### config.mk
export PLATFORM = sky130hd
export DESIGN_NAME = linear_power_fade_gain_top_flat
export DESIGN_NICKNAME = d
export VERILOG_FILES = /design/src/rtl/lpfg_pkg.sv /design/src/rtl/lpfg_if.sv /design/src/rtl/linear_power_fade_gain_top.sv /design/src/rtl/lpfg_power.sv /design/src/rtl/lpfg_sqrt.sv /design/src/flat_wrapper.sv
export VERILOG_INCLUDE_DIRS = /design/src /design/src/rtl
export SDC_FILE = /design/constraint.sdc
export NUM_CORES = 1
export LEC_CHECK = 0
export ABC_AREA = 1
export BUFFER_PORTS_ARGS = -buffer_cell sky130_fd_sc_hd__buf_2
export CORE_MARGIN = 3
export CORE_UTILIZATION = 31
export CTS_CLUSTER_SIZE = 40
export DETAILED_ROUTE_END_ITERATION = 6
export PLACE_DENSITY = 0.47
export SLEW_MARGIN = 10
export SYNTH_ARGS = -nofsm -noshare
export SYNTH_HDL_FRONTEND = slang
export SYNTH_SLANG_ARGS = --single-unit
### constraint.sdc
create_clock -name clk_i -period 5.9 [get_ports clk_i]
set_input_delay 0.295 -clock clk_i [delete_from_list [all_inputs] [get_ports clk_i]]
set_output_delay 0.295 -clock clk_i [all_outputs]
set_load 0.02 [all_outputs]
### src/rtl/assert_macros.svh
// Assertion helpers for the fade gain block.
`ifndef ASSERT_MACROS_SVH
`define ASSERT_MACROS_SVH

// Checked only while out of reset.
`define LPFG_ASSERT(name, clk, rst_n, prop) \
  name: assert property (@(posedge clk) disable iff (!rst_n) prop) \
    else $error("lpfg assertion failed");

// Checked at every edge, reset included.
`define LPFG_ASSERT_ALWAYS(name, clk, prop) \
  name: assert property (@(posedge clk) prop) \
    else $error("lpfg assertion failed");

`endif

### src/rtl/lpfg_pkg.sv
`default_nettype none
package lpfg_pkg;

  localparam int unsigned POW_W      = 40;
  localparam int unsigned CLIP_W     = 15;
  localparam int unsigned CFG_IDX_W  = 2;
  localparam int unsigned CFG_DATA_W = 40;

  localparam logic [CFG_IDX_W-1:0] REG_START_POWER = 2'd0;
  localparam logic [CFG_IDX_W-1:0] REG_FADE_RATE   = 2'd1;
  localparam logic [CFG_IDX_W-1:0] REG_CLIP_MAX    = 2'd2;

  localparam logic [CLIP_W-1:0] CLIP_MAX_RESET = 15'h7FFF;

endpackage
`default_nettype wire

### src/rtl/lpfg_if.sv
`default_nettype none
interface lpfg_in_if #(
  parameter int unsigned SAMPLE_BITS = 16
);
  logic                          valid;
  logic                          ready;
  logic signed [SAMPLE_BITS-1:0] sample;
  logic                          restart;

  modport source (output valid, output sample, output restart, input ready);
  modport sink (input valid, input sample, input restart, output ready);
endinterface

interface lpfg_out_if #(
  parameter int unsigned SAMPLE_BITS = 16
);
  logic                          valid;
  logic                          ready;
  logic signed [SAMPLE_BITS-1:0] faded_sample;
  logic                          clipped;

  modport source (output valid, output faded_sample, output clipped, input ready);
  modport sink (input valid, input faded_sample, input clipped, output ready);
endinterface
`default_nettype wire

### src/rtl/linear_power_fade_gain_top.sv
`default_nettype none
`include "assert_macros.svh"
// Power-ramp fade: each sample is scaled by the square root of a running Q8.32
// power level that moves by fade_rate (clamped to [0, 2^40-1]) before every
// sample, or restarts from start_power first when restart is set. Product is
// truncated toward zero and clipped to +-clip_max, with a clip flag. A beat
// passes from acceptance to result through the power update, the bit-serial
// square-root unit (start, ROOT_W steps, done; ROOT_W = 20 at the default
// POWER_FRAC_BITS = 32), one multiply and one clip stage. The input is not
// ready while a beat is in work, so a new beat is taken only once the last one
// has left the clip stage. The result sits in an output register, so the next
// beat may be accepted while it waits; a result still unread when the next one
// is due holds the block in its clip stage. Config must be written only while
// idle; the block itself does not enforce it.
module linear_power_fade_gain_top #(
  parameter int unsigned SAMPLE_BITS     = 16,
  parameter int unsigned POWER_FRAC_BITS = 32
) (
  input  wire logic                                clk_i,
  input  wire logic                                rst_ni,
  input  wire logic                                cfg_we_i,
  input  wire logic [lpfg_pkg::CFG_IDX_W-1:0]      cfg_idx_i,
  input  wire logic [lpfg_pkg::CFG_DATA_W-1:0]     cfg_data_i,
  lpfg_in_if.sink                                  in_i,
  lpfg_out_if.source                               out_o
);
  localparam int unsigned PW     = lpfg_pkg::POW_W;
  localparam int unsigned CW     = lpfg_pkg::CLIP_W;
  localparam int unsigned RF     = (POWER_FRAC_BITS + 1) / 2;
  localparam int unsigned RADSH  = 2 * RF - POWER_FRAC_BITS;
  localparam int unsigned ROOT_W = (PW + RADSH + 1) / 2;
  localparam int unsigned RAD_W  = 2 * ROOT_W;
  localparam int unsigned PROD_W = SAMPLE_BITS + ROOT_W;
  localparam int unsigned MAG_W  = PROD_W - RF;
  localparam int unsigned CMP_W  = (MAG_W > CW) ? MAG_W : CW;
  localparam logic [PW:0] ONE_EXT   = (PW+1)'(1) << POWER_FRAC_BITS;
  localparam logic [PW-1:0] UNITY   = ONE_EXT[PW-1:0];

  localparam logic [2:0] S_IDLE = 3'd0;
  localparam logic [2:0] S_POW  = 3'd1;
  localparam logic [2:0] S_SQRT = 3'd2;
  localparam logic [2:0] S_MUL  = 3'd3;
  localparam logic [2:0] S_FIN  = 3'd4;

  logic [2:0]             state_q, state_d;
  logic [PW-1:0]          start_power_q;
  logic [PW-1:0]          fade_rate_q;
  logic [CW-1:0]          clip_max_q;
  logic [SAMPLE_BITS-1:0] mag_q;
  logic                   neg_q;
  logic                   restart_q;
  logic [PROD_W-1:0]      prod_q;
  logic                   out_valid_q;
  logic [SAMPLE_BITS-1:0] out_sample_q;
  logic                   out_clip_q;

  logic                   in_ready;
  logic                   in_fire;
  logic [SAMPLE_BITS-1:0] s_raw;
  logic [SAMPLE_BITS-1:0] mag_in;
  logic [PW-1:0]          power;
  logic [RAD_W-1:0]       radicand;
  logic                   sqrt_start;
  logic                   sqrt_busy;
  logic                   sqrt_done;
  logic [ROOT_W-1:0]      root;
  logic [CMP_W-1:0]       mag_x;
  logic [CMP_W-1:0]       clip_x;
  logic                   clip;
  logic [SAMPLE_BITS-1:0] mag_f;
  logic                   fin_go;

  assign in_ready = (state_q == S_IDLE);
  assign in_fire  = in_i.valid && in_ready;
  assign s_raw    = in_i.sample;
  assign mag_in   = s_raw[SAMPLE_BITS-1] ? (~s_raw + SAMPLE_BITS'(1)) : s_raw;

  always_ff @(posedge clk_i or negedge rst_ni) begin
    if (!rst_ni) begin
      start_power_q <= UNITY;
      fade_rate_q   <= '0;
      clip_max_q    <= lpfg_pkg::CLIP_MAX_RESET;
    end else if (cfg_we_i) begin
      case (cfg_idx_i)
        lpfg_pkg::REG_START_POWER: start_power_q <= cfg_data_i[PW-1:0];
        lpfg_pkg::REG_FADE_RATE:   fade_rate_q   <= cfg_data_i[PW-1:0];
        lpfg_pkg::REG_CLIP_MAX:    clip_max_q    <= cfg_data_i[CW-1:0];
        default: ;
      endcase
    end
  end

  lpfg_power #(
    .RESET_POWER (UNITY)
  ) u_power (
    .clk_i         (clk_i),
    .rst_ni        (rst_ni),
    .update_i      (state_q == S_POW),
    .restart_i     (restart_q),
    .start_power_i (start_power_q),
    .fade_rate_i   (fade_rate_q),
    .power_o       (power)
  );

  assign sqrt_start = (state_q == S_SQRT) && !sqrt_busy && !sqrt_done;
  assign radicand   = RAD_W'(power) << RADSH;

  lpfg_sqrt #(
    .ROOT_W (ROOT_W)
  ) u_sqrt (
    .clk_i      (clk_i),
    .rst_ni     (rst_ni),
    .start_i    (sqrt_start),
    .radicand_i (radicand),
    .busy_o     (sqrt_busy),
    .done_o     (sqrt_done),
    .root_o     (root)
  );

  // clip stage
  always_comb begin
    mag_x  = CMP_W'(prod_q[PROD_W-1:RF]);
    clip_x = CMP_W'(clip_max_q);
    clip   = mag_x > clip_x;
    mag_f  = clip ? clip_x[SAMPLE_BITS-1:0] : mag_x[SAMPLE_BITS-1:0];
  end

  assign fin_go = (state_q == S_FIN) && (!out_valid_q || out_o.ready);

  always_comb begin
    state_d = state_q;
    case (state_q)
      S_IDLE: if (in_fire) state_d = S_POW;
      S_POW:  state_d = S_SQRT;
      S_SQRT: if (sqrt_done) state_d = S_MUL;
      S_MUL:  state_d = S_FIN;
      S_FIN:  if (fin_go) state_d = S_IDLE;
      default: state_d = S_IDLE;
    endcase
  end

  always_ff @(posedge clk_i or negedge rst_ni) begin
    if (!rst_ni) begin
      state_q     <= S_IDLE;
      out_valid_q <= 1'b0;
    end else begin
      state_q <= state_d;
      if (fin_go) begin
        out_valid_q <= 1'b1;
      end else if (out_o.ready) begin
        out_valid_q <= 1'b0;
      end
    end
  end

  always_ff @(posedge clk_i) begin
    if (in_fire) begin
      mag_q     <= mag_in;
      neg_q     <= s_raw[SAMPLE_BITS-1];
      restart_q <= in_i.restart;
    end
    if (state_q == S_MUL) begin
      prod_q <= PROD_W'(mag_q) * PROD_W'(root);
    end
    if (fin_go) begin
      out_sample_q <= neg_q ? (~mag_f + SAMPLE_BITS'(1)) : mag_f;
      out_clip_q   <= clip;
    end
  end

  assign in_i.ready         = in_ready;
  assign out_o.valid        = out_valid_q;
  assign out_o.faded_sample = out_sample_q;
  assign out_o.clipped      = out_clip_q;

  `LPFG_ASSERT(a_busy_after_accept, clk_i, rst_ni, in_fire |=> !in_i.ready)
  `LPFG_ASSERT(a_result_from_fin, clk_i, rst_ni, $rose(out_valid_q) |-> $past(state_q == S_FIN))
  `LPFG_ASSERT(a_root_done_in_sqrt, clk_i, rst_ni, sqrt_done |-> state_q == S_SQRT)
  `LPFG_ASSERT_ALWAYS(a_idle_unit_free, clk_i, in_ready |-> !sqrt_busy)
endmodule
`default_nettype wire

### src/rtl/lpfg_power.sv
`default_nettype none
module lpfg_power #(
  parameter logic [lpfg_pkg::POW_W-1:0] RESET_POWER = '0
) (
  input  wire logic                       clk_i,
  input  wire logic                       rst_ni,
  input  wire logic                       update_i,
  input  wire logic                       restart_i,
  input  wire logic [lpfg_pkg::POW_W-1:0] start_power_i,
  input  wire logic [lpfg_pkg::POW_W-1:0] fade_rate_i,
  output logic      [lpfg_pkg::POW_W-1:0] power_o
);
  localparam int unsigned PW = lpfg_pkg::POW_W;

  logic [PW-1:0] power_q, power_d;
  logic [PW-1:0] base;
  logic [PW+1:0] sum;

  // signed sum, two guard bits: top bit set is below zero, next one is overflow
  always_comb begin
    base = restart_i ? start_power_i : power_q;
    sum  = {2'b00, base} + {{2{fade_rate_i[PW-1]}}, fade_rate_i};
    if (sum[PW+1]) begin
      power_d = '0;
    end else if (sum[PW]) begin
      power_d = '1;
    end else begin
      power_d = sum[PW-1:0];
    end
  end

  always_ff @(posedge clk_i or negedge rst_ni) begin
    if (!rst_ni) begin
      power_q <= RESET_POWER;
    end else if (update_i) begin
      power_q <= power_d;
    end
  end

  assign power_o = power_q;
endmodule
`default_nettype wire

### src/rtl/lpfg_sqrt.sv
`default_nettype none
module lpfg_sqrt #(
  parameter int unsigned ROOT_W = 20
) (
  input  wire logic                clk_i,
  input  wire logic                rst_ni,
  input  wire logic                start_i,
  input  wire logic [2*ROOT_W-1:0] radicand_i,
  output logic                     busy_o,
  output logic                     done_o,
  output logic      [ROOT_W-1:0]   root_o
);
  localparam int unsigned RAD_W = 2 * ROOT_W;
  localparam int unsigned CNT_W = $clog2(ROOT_W + 1);

  logic [RAD_W-1:0]  rad_q;
  logic [ROOT_W:0]   rem_q, rem_d;
  logic [ROOT_W-1:0] root_q, root_d;
  logic [CNT_W-1:0]  cnt_q;
  logic              busy_q, done_q;
  logic [ROOT_W+2:0] rem_sh;
  logic [ROOT_W+3:0] diff;

  // one restoring step: bring down two bits, try root*4+1
  always_comb begin
    rem_sh = {rem_q, rad_q[RAD_W-1 -: 2]};
    diff   = {1'b0, rem_sh} - {2'b00, root_q, 2'b01};
    if (!diff[ROOT_W+3]) begin
      rem_d  = diff[ROOT_W:0];
      root_d = {root_q[ROOT_W-2:0], 1'b1};
    end else begin
      rem_d  = rem_sh[ROOT_W:0];
      root_d = {root_q[ROOT_W-2:0], 1'b0};
    end
  end

  always_ff @(posedge clk_i or negedge rst_ni) begin
    if (!rst_ni) begin
      busy_q <= 1'b0;
      done_q <= 1'b0;
      cnt_q  <= '0;
    end else begin
      done_q <= 1'b0;
      if (start_i) begin
        busy_q <= 1'b1;
        cnt_q  <= CNT_W'(ROOT_W);
      end else if (busy_q) begin
        cnt_q <= cnt_q - CNT_W'(1);
        if (cnt_q == CNT_W'(1)) begin
          busy_q <= 1'b0;
          done_q <= 1'b1;
        end
      end
    end
  end

  always_ff @(posedge clk_i) begin
    if (start_i) begin
      rad_q  <= radicand_i;
      rem_q  <= '0;
      root_q <= '0;
    end else if (busy_q) begin
      rad_q  <= {rad_q[RAD_W-3:0], 2'b00};
      rem_q  <= rem_d;
      root_q <= root_d;
    end
  end

  assign busy_o = busy_q;
  assign done_o = done_q;
  assign root_o = root_q;
endmodule
`default_nettype wire

### src/flat_wrapper.sv
// flat-port wrapper written by rule: the top's interface ports become plain ports
module linear_power_fade_gain_top_flat 
#(
  parameter int unsigned SAMPLE_BITS     = 16,
  parameter int unsigned POWER_FRAC_BITS = 32
)
  (clk_i, rst_ni, cfg_we_i, cfg_idx_i, cfg_data_i, in_i_valid, in_i_sample, in_i_restart, in_i_ready, out_o_valid, out_o_faded_sample, out_o_clipped, out_o_ready);
  lpfg_in_if #(.SAMPLE_BITS(SAMPLE_BITS)) in_i_i ();
  lpfg_out_if #(.SAMPLE_BITS(SAMPLE_BITS)) out_o_i ();
  input  wire logic clk_i;
  input  wire logic rst_ni;
  input  wire logic cfg_we_i;
  input  wire logic [lpfg_pkg::CFG_IDX_W-1:0] cfg_idx_i;
  input  wire logic [lpfg_pkg::CFG_DATA_W-1:0] cfg_data_i;
  input wire logic [$bits(in_i_i.valid)-1:0] in_i_valid;
  input wire logic [$bits(in_i_i.sample)-1:0] in_i_sample;
  input wire logic [$bits(in_i_i.restart)-1:0] in_i_restart;
  output wire logic [$bits(in_i_i.ready)-1:0] in_i_ready;
  output wire logic [$bits(out_o_i.valid)-1:0] out_o_valid;
  output wire logic [$bits(out_o_i.faded_sample)-1:0] out_o_faded_sample;
  output wire logic [$bits(out_o_i.clipped)-1:0] out_o_clipped;
  input wire logic [$bits(out_o_i.ready)-1:0] out_o_ready;
  assign in_i_i.valid = in_i_valid;
  assign in_i_i.sample = in_i_sample;
  assign in_i_i.restart = in_i_restart;
  assign in_i_ready = in_i_i.ready;
  assign out_o_valid = out_o_i.valid;
  assign out_o_faded_sample = out_o_i.faded_sample;
  assign out_o_clipped = out_o_i.clipped;
  assign out_o_i.ready = out_o_ready;
  linear_power_fade_gain_top #(.SAMPLE_BITS(SAMPLE_BITS), .POWER_FRAC_BITS(POWER_FRAC_BITS)) u_core (.clk_i(clk_i), .rst_ni(rst_ni), .cfg_we_i(cfg_we_i), .cfg_idx_i(cfg_idx_i), .cfg_data_i(cfg_data_i), .in_i(in_i_i), .out_o(out_o_i));
endmodule
==> summary.txt, run 1 <==
Synth
  – Top cells by count, synth: nand2_1 (980), inv_1 (732), o21ai_0 (257)
  – Predominant post-synthesis flop cell: dfrtp_1
  – Seq/Total Area, Yosys: between 20 and 30%
  – EDFF count, synth: 95
  – Net count after synthesis: approximately 4000
  – Ys Warns: 0
  – Synth Area in Simple Gates: 20.39%
  – Top-count cell post-synth: nand2_1
  – Synthesized area: 27070 sq um
  – Post-Synthesis Cells: 3540
  – Mux cell area share after synthesis: 0%
  – Xor and xnor area share after synthesis: 2.745%
  – Post-synthesis adder-cell area fraction: 27.08%
  – Post-synth cell types: 56
  – Synth area leaders: fa_1 (18%), nand2_1 (14%), dfrtp_1 (12%), edfxtp_1 (11%), inv_1 (10%)
  – Top-area cell type share of the netlist area: 18.49%
  – Largest area contributor in the netlist: fa_1
  – Syn Area/Cell: 7.648 sq um
  – Synth Area in Compound Gates: 10.13%
  – Async SR Flop Fraction: 51.77%
  – Largest family of logic cells by synthesized area: adder cells
  – Yosys reg bits: 282

Die
  – Die ar.: about 91000 sq um
  – Starting density of the core: a little under a third
  – Die Y-Extent: 301.5 um
  – Core area: 85820 sq um
  – Ports: 83
  – Die X: 301.5 um
  – Std cell rows: 107

Worst setup path
  – Critical path peak fanout: 10
  – Critical Path End: u_core.prod_q[35]
  – Capturing point of the worst reg2reg path: u_core.prod_q[35]
  – Setup crit start: u_core.mag_q[12]
  – Critical path data required time: around 6200 ps
  – Critical Path AT: roughly 6000 ps
  – FF-to-FF Start: u_core.mag_q[12]
  – Setup Crit Path Kind: reg -> reg
  – Crit. End Element: flip-flop
  – R2r setup slk: 240 ps
  – Critical Path Source Type: flip-flop
  – Worst-case reg-to-reg path depth: 22

Place
  – Port bufs: 82
  – GPL Wtd Cong: 0.8778
  – Post-DP HPWL: 60440 um

GRT
  – Global-route usage over all layers: 17.38%
  – Largest net degree at the start of global routing: 81
  – Initial antenna violation count: 1
  – Global route overflow: 0
  – First-pass GRT wire length: ~130000 um
  – Vias in the first global route: about 23000

Clock network
  – # H-tree levels: 2
  – Clock-pin slew on the worst setup and hold paths: 60 ps
  – Root buf cell: clkbuf_16
  – CTS tree: done
  – CTS buffer count: 35
  – Clock latency on the worst-skew pair: around 570 ps
  – CTS sink cnt: 282
  – Longest Clk Path Bufs: 3

Job
  – Max cap viols: 0

Timing
  – Final Hold Viols: 0
  – Clk_skew: 29.69 ps
  – Final setup vio count: 0
  – Period utilization: 95.87%
  – Slew Limit Fails: 0
  – Tmin final: 5656 ps
  – Fmax: 0.1768 GHz
  – Max-slew headroom: 27.60%
  – Worst-margin pin slew: 1086 ps
  – Final hold slack: 29.45 ps

Drt
  – Vias per cell: 4.596
  – DRC Markers: 0
  – Wirelength per Cell: 15.86 um
  – Total length of routed wires: 76660 um
  – 1st-pass router iterations: 5
  – Vias after detailed routing: 22223
  – Routed Antenna Nets: 0
  – 1st-iter DRT viols: around 1200

Final layout
  – Layout cells sized above 1: between 10% and 20%
  – Flip-flop and latch area: roughly 7400 sq um
  – Fill cells: roughly 9200
  – Multi-input logic area: 16610 sq um
  – Layout area overhead: 14.93%
  – Final net count: 4163

Outcome
  – Status: finished clean

Worst hold path
  – Worst min path class: in -> reg
==> critical path: stages (launching register included) <==
cell	delay, ps
edfxtp_1	490
buf_4	240
buf_4	180
nand2_1	70
inv_1	50
fa_1	490
fa_1	500
inv_1	60
fa_1	500
fa_1	550
inv_1	50
fa_1	480
ha_1	320
ha_2	400
nand2_1	120
nor2_2	180
inv_1	110
nor2_1	180
nand3_1	110
nand2_1	150
nand2_1	80
nand3b_1	80
nand2_1	50
==> placed cells by master (no fill, tap or decap), types with 81 or more instances in the layout <==
cell type	count
buf_2	81
edfxtp_1	95
fa_1	245
a21oi_1	135
nand3_1	124
dfrtp_1	129
ha_1	177
o21ai_0	251
inv_1	731
buf_4	109
nand2_1	976
nor2_1	150
==> area by class of cell <==
type	count	share of cell area, %
tap	1144	4.600
clock inverter	12	0.4705
multi-input combinational	2380	53.37
sequential	282	23.64
antenna	1	0.008042
timing repair buffer	230	5.762
clock buffer	52	3.285
inverter	734	8.855
==> sequential cells by signal, indices dropped and copies added (netlist names), 3 cells and up <==
signal and cells:
u_core.clip_max_q 15, u_core.fade_rate_q 40, u_core.mag_q 16, u_core.out_o.faded_sample 16, u_core.prod_q 20, u_core.start_power_q 40
u_core.state_q 3, u_core.u_power.power_o 40, u_core.u_sqrt.cnt_q 5, u_core.u_sqrt.rad_q 40, u_core.u_sqrt.rem_q 21, u_core.u_sqrt.root_o 20
==> worst min-delay path by stage <==
| stage | startpoint | end | slack, ps | cells past startpoint |
|---|---|---|---|---|
| finish | cfg_data_i[24] | u_core.fade_rate_q[24] | 30 | 3 |
| floorplan | rst_ni | u_core.fade_rate_q[0] | -0.6 | 0 |
| detailed placement | rst_ni | u_core.start_power_q[34] | 290 | 1 |
| global placement | rst_ni | u_core.start_power_q[34] | 290 | 1 |
| CTS | cfg_data_i[25] | u_core.fade_rate_q[25] | 2 | 3 |
| global route | cfg_data_i[25] | u_core.fade_rate_q[25] | 10 | 3 |
==> routing by layer <==
metal | vias to the layer above | global-route usage [%] | share of wire, %
li1 | 11127 | - | -
met1 | 10680 | 24.13 | 48
met2 | 342 | 29.10 | 47
met3 | 74 | 1.836 | 3.4
met4 | 0 | 4.038 | 2.1
met5 | - | 0 | 0
==> logic make-up (layout without fill, tap and decap cells) <==
kind of cell / Yosys count / after routing
other: 0 / 1
adders and majority gates: 436 / 436
AOI/OAI and AO/OA: 498 / 498
DFF: 282 / 282
xor gates and xnor gates: 84 / 84
and+or+nand+nor: 1362 / 1362
buffers and inverters: 878 / 1028
==> timing repair <==
action | in CTS | in global routing
hold buffers | 17 | 0
gates resized for setup | 0 | 66
buffers inserted | 3 | 8
gates cloned | 0 | 0
endpoints found under the setup margin | 5 | 19
endpoints found under the hold margin | 72 | 0
pin swaps | 0 | 14
==> stage by stage <==
step / cells / cell area, sq um / TNS, ps / utilization, % / setup slack (ps)
final: 4835 / 31110 / 0 / 36.26 / 243.9
after global routing: 4834 / 31110 / -10.49 / 36.25 / -10.44
after CTS: 4826 / 30780 / 0 / 35.86 / 23.94
after detailed placement: 4742 / 29390 / -89.27 / 34.25 / -43.90
after global placement: 4742 / 29390 / -24.11 / 34.25 / -24.11
after floorplan: 3540 / 27070 / 0 / - / 25.52
Power of run 1 is not shown: default switching activity piles up to over one toggle a cycle in this logic, so the estimate is an artifact.
==> inputs of run 2 (changes only) <==
Settings changed: ABC_AREA 1 to not set.
==> run 2 against run 1 <==
The flow now finishes with violations (negative setup slack). Utilization rose by 0.64 points. Synthesized cell count fell by 29%. Largest cell class unchanged. Wire length fell by 17%.
==> summary.txt, run 2 <==
Place
  – Post-DP HPWL: 50280 um
  – DP Cell Count: approximately 3700
  – GPL Wtd Cong: 0.8329
  – Port bufs: 82

Final layout
  – Multi-input logic area: 16300 sq um
  – Most frequent cells in the layout: inv_1 (347), nand2_1 (315), fa_1 (244), ha_1 (181), mux2_2 (173)
  – Finished Layout Cells: 3786
  – Most common cell after layout, fill and taps aside: inv_1
  – Final net count: 3207
  – Flip-flop and latch area: 7351 sq um
  – Fill cells: 8038
  – Layout cells sized above 1: about a fifth
  – Layout area overhead: 16.81%

Die
  – Ports: between 80 and 90
  – Starting density of the core: 31.59%
  – Std cell rows: 103
  – Die ar.: 84610 sq um
  – Die X: 290.9 um
  – Core area: 79640 sq um
  – Die Y-Extent: just under 300 um

GRT
  – Global route overflow: 0
  – Vias in the first global route: 19037
  – Largest net degree at the start of global routing: between 80 and 90
  – Global-route usage over all layers: 15.03%
  – Initial antenna violation count: 0
  – First-pass GRT wire length: about 100000 um

Synth
  – Async SR Flop Fraction: 51.77%
  – Syn Area/Cell: 9.943 sq um
  – Top cells by count, synth: inv_1 (356), nand2_1 (317), fa_1 (250)
  – Largest area contributor in the netlist: fa_1
  – Yosys reg bits: 282
  – EDFF count, synth: 95
  – Seq/Total Area, Yosys: a little under 30%
  – Net count after synthesis: about 3000
  – Post-synth cell types: 73
  – Synthesized area: 25160 sq um
  – Top-area cell type share of the netlist area: about 20%
  – Post-Synthesis Cells: about 2500
  – Ys Warns: 0
  – Top-count cell post-synth: inv_1
  – Synth area leaders: fa_1 (20%), dfrtp_1 (13%), edfxtp_1 (11%), ha_1 (9.3%), mux2_2 (7.7%)
  – Predominant post-synthesis flop cell: dfrtp_1

Clock network
  – Root buf cell: clkbuf_16
  – Clock-pin slew on the worst setup and hold paths: roughly 60 ps
  – CTS sink cnt: 282
  – Clock latency on the worst-skew pair: 560 ps
  – CTS buffer count: 35
  – Longest Clk Path Bufs: 3
  – # H-tree levels: 2
  – CTS tree: done

Timing
  – Tmin final: 6536 ps
  – Fmax: 0.1530 GHz
  – RSZ-0062 raised after global routing: yes
  – Worst-margin pin slew: 1135 ps
  – Slew Limit Fails: 0
  – Max-slew headroom: 24.17%
  – Final Hold Viols: 0
  – Clk_skew: 39.81 ps
  – Final setup vio count: 16
  – Final setup margin: -636.3 ps
  – Period utilization: 110.8%

Worst setup path
  – Critical Path AT: 6820 ps
  – Critical Path Source Type: flip-flop
  – Crit. End Element: flip-flop
  – Capturing point of the worst reg2reg path: u_core.prod_q[34]
  – Critical path data required time: 6190 ps
  – Worst-case reg-to-reg path depth: 26
  – Critical path peak fanout: 10
  – FF-to-FF Start: u_core.mag_q[6]
  – R2r setup slk: -640 ps
  – Setup Crit Path Kind: reg -> reg

Worst hold path
  – Worst hold stages: 2
  – Worst hold path endpoint: u_core.fade_rate_q[38]
  – Hold path startpoint: cfg_data_i[38]
  – Worst min path class: in -> reg

Job
  – Max cap viols: 0

Outcome
  – Failing checks: negative setup slack
  – Status: complete, but fails checks

Drt
  – 1st-pass router iterations: 5
  – Total length of routed wires: 63480 um
  – Routed Antenna Nets: 0
  – Wirelength per Cell: 16.77 um
  – DRC Markers: 0
  – 1st-iter DRT viols: roughly 800
  – Vias per cell: 4.723
  – Vias after detailed routing: 17881
==> run 2: worst max-delay path by stage <==
stage	start	depth (start not counted)	slack, ps	endpoint
2_1_floorplan	u_core.mag_q[6]	23	-280	u_core.prod_q[32]
3_3_place_gp	u_core.mag_q[5]	22	-760	u_core.prod_q[32]
3_5_place_dp	u_core.mag_q[5]	22	-890	u_core.prod_q[32]
4_1_cts	u_core.mag_q[6]	25	-630	u_core.prod_q[35]
5_1_grt	u_core.mag_q[6]	26	-870	u_core.prod_q[33]
6_report	u_core.mag_q[6]	26	-640	u_core.prod_q[34]
==> run 2: logic make-up after synthesis <==
kind of cell / Yosys count / share of synthesized area, %
AND/OR/NAND/NOR: 663 / 12.76
buffers and inverters: 475 / 7.227
adder cells (fa/ha/maj): 436 / 29.15
AO/OA/AOI/OAI: 365 / 8.992
flip-flops: 282 / 29.21
multiplexers: 211 / 9.256
XOR/XNOR: 98 / 3.412
==> run 2: timing repair <==
action / 4_1_cts / 5_1_grt
resized for setup: 23 / 33
endpoints found under the hold margin: 129 / 0
setup endpoints to repair: 18 / 20
hold buffers: 26 / 0
setup buffers: 8 / 6
pin swaps: 28 / 24
==> run 2: metal layers <==
layer  routed length, um  vias up  global-route usage (%)
met2               29430      286                   24.47
met3                2288       55                   2.075
li1                    -     8699                       -
met4                1082        0                   3.083
met5                   0        -                       0
met1               30670     8841                   21.36
==> run 2: layout make-up <==
cell class / count / area share, %
diodes: 2 / 0.01703
flip-flops and latches: 282 / 25.02
repair buffers: 259 / 6.400
inverters: 356 / 4.548
well taps: 1050 / 4.471
multi-input cells: 1773 / 55.49
clock inverters: 23 / 0.8686
clock buffers: 41 / 3.194
==> run 2: worst max-delay path, cell delays in order, from the launching register on <==
cell and delay [ps]:
edfxtp_1 500, buf_6 170, buf_4 130, buf_4 160, and2_4 160, fa_1 470, inv_1 60, fa_1 470
fa_1 490, inv_1 50, fa_1 460, fa_1 490, inv_1 50, fa_1 530, inv_1 70, ha_4 240
o21a_2 140, a2111oi_4 380, o21bai_2 130, o21ai_2 210, a21oi_2 100, buf_4 150, nor3_2 150, buf_4 160
o21ai_2 70, a211oi_2 230, nor2_1 60
==> run 2: metrics by stage <==
step           TNS, ps  cell area, sq um  worst slack [ps]  util (%)  hold slack (ps)
2_1_floorplan    -1192             25300            -277.8         -          -0.5911
3_3_place_gp     -8144             27600            -757.6     34.65            398.0
3_5_place_dp     -9563             27600            -892.9     34.65            415.8
4_1_cts          -6924             29200            -626.6     36.67           0.2124
5_1_grt         -10550             29380            -870.7     36.89            3.588
6_report         -6721             29380            -636.3     36.89            26.17
Power of run 2 is left out for the same reason.
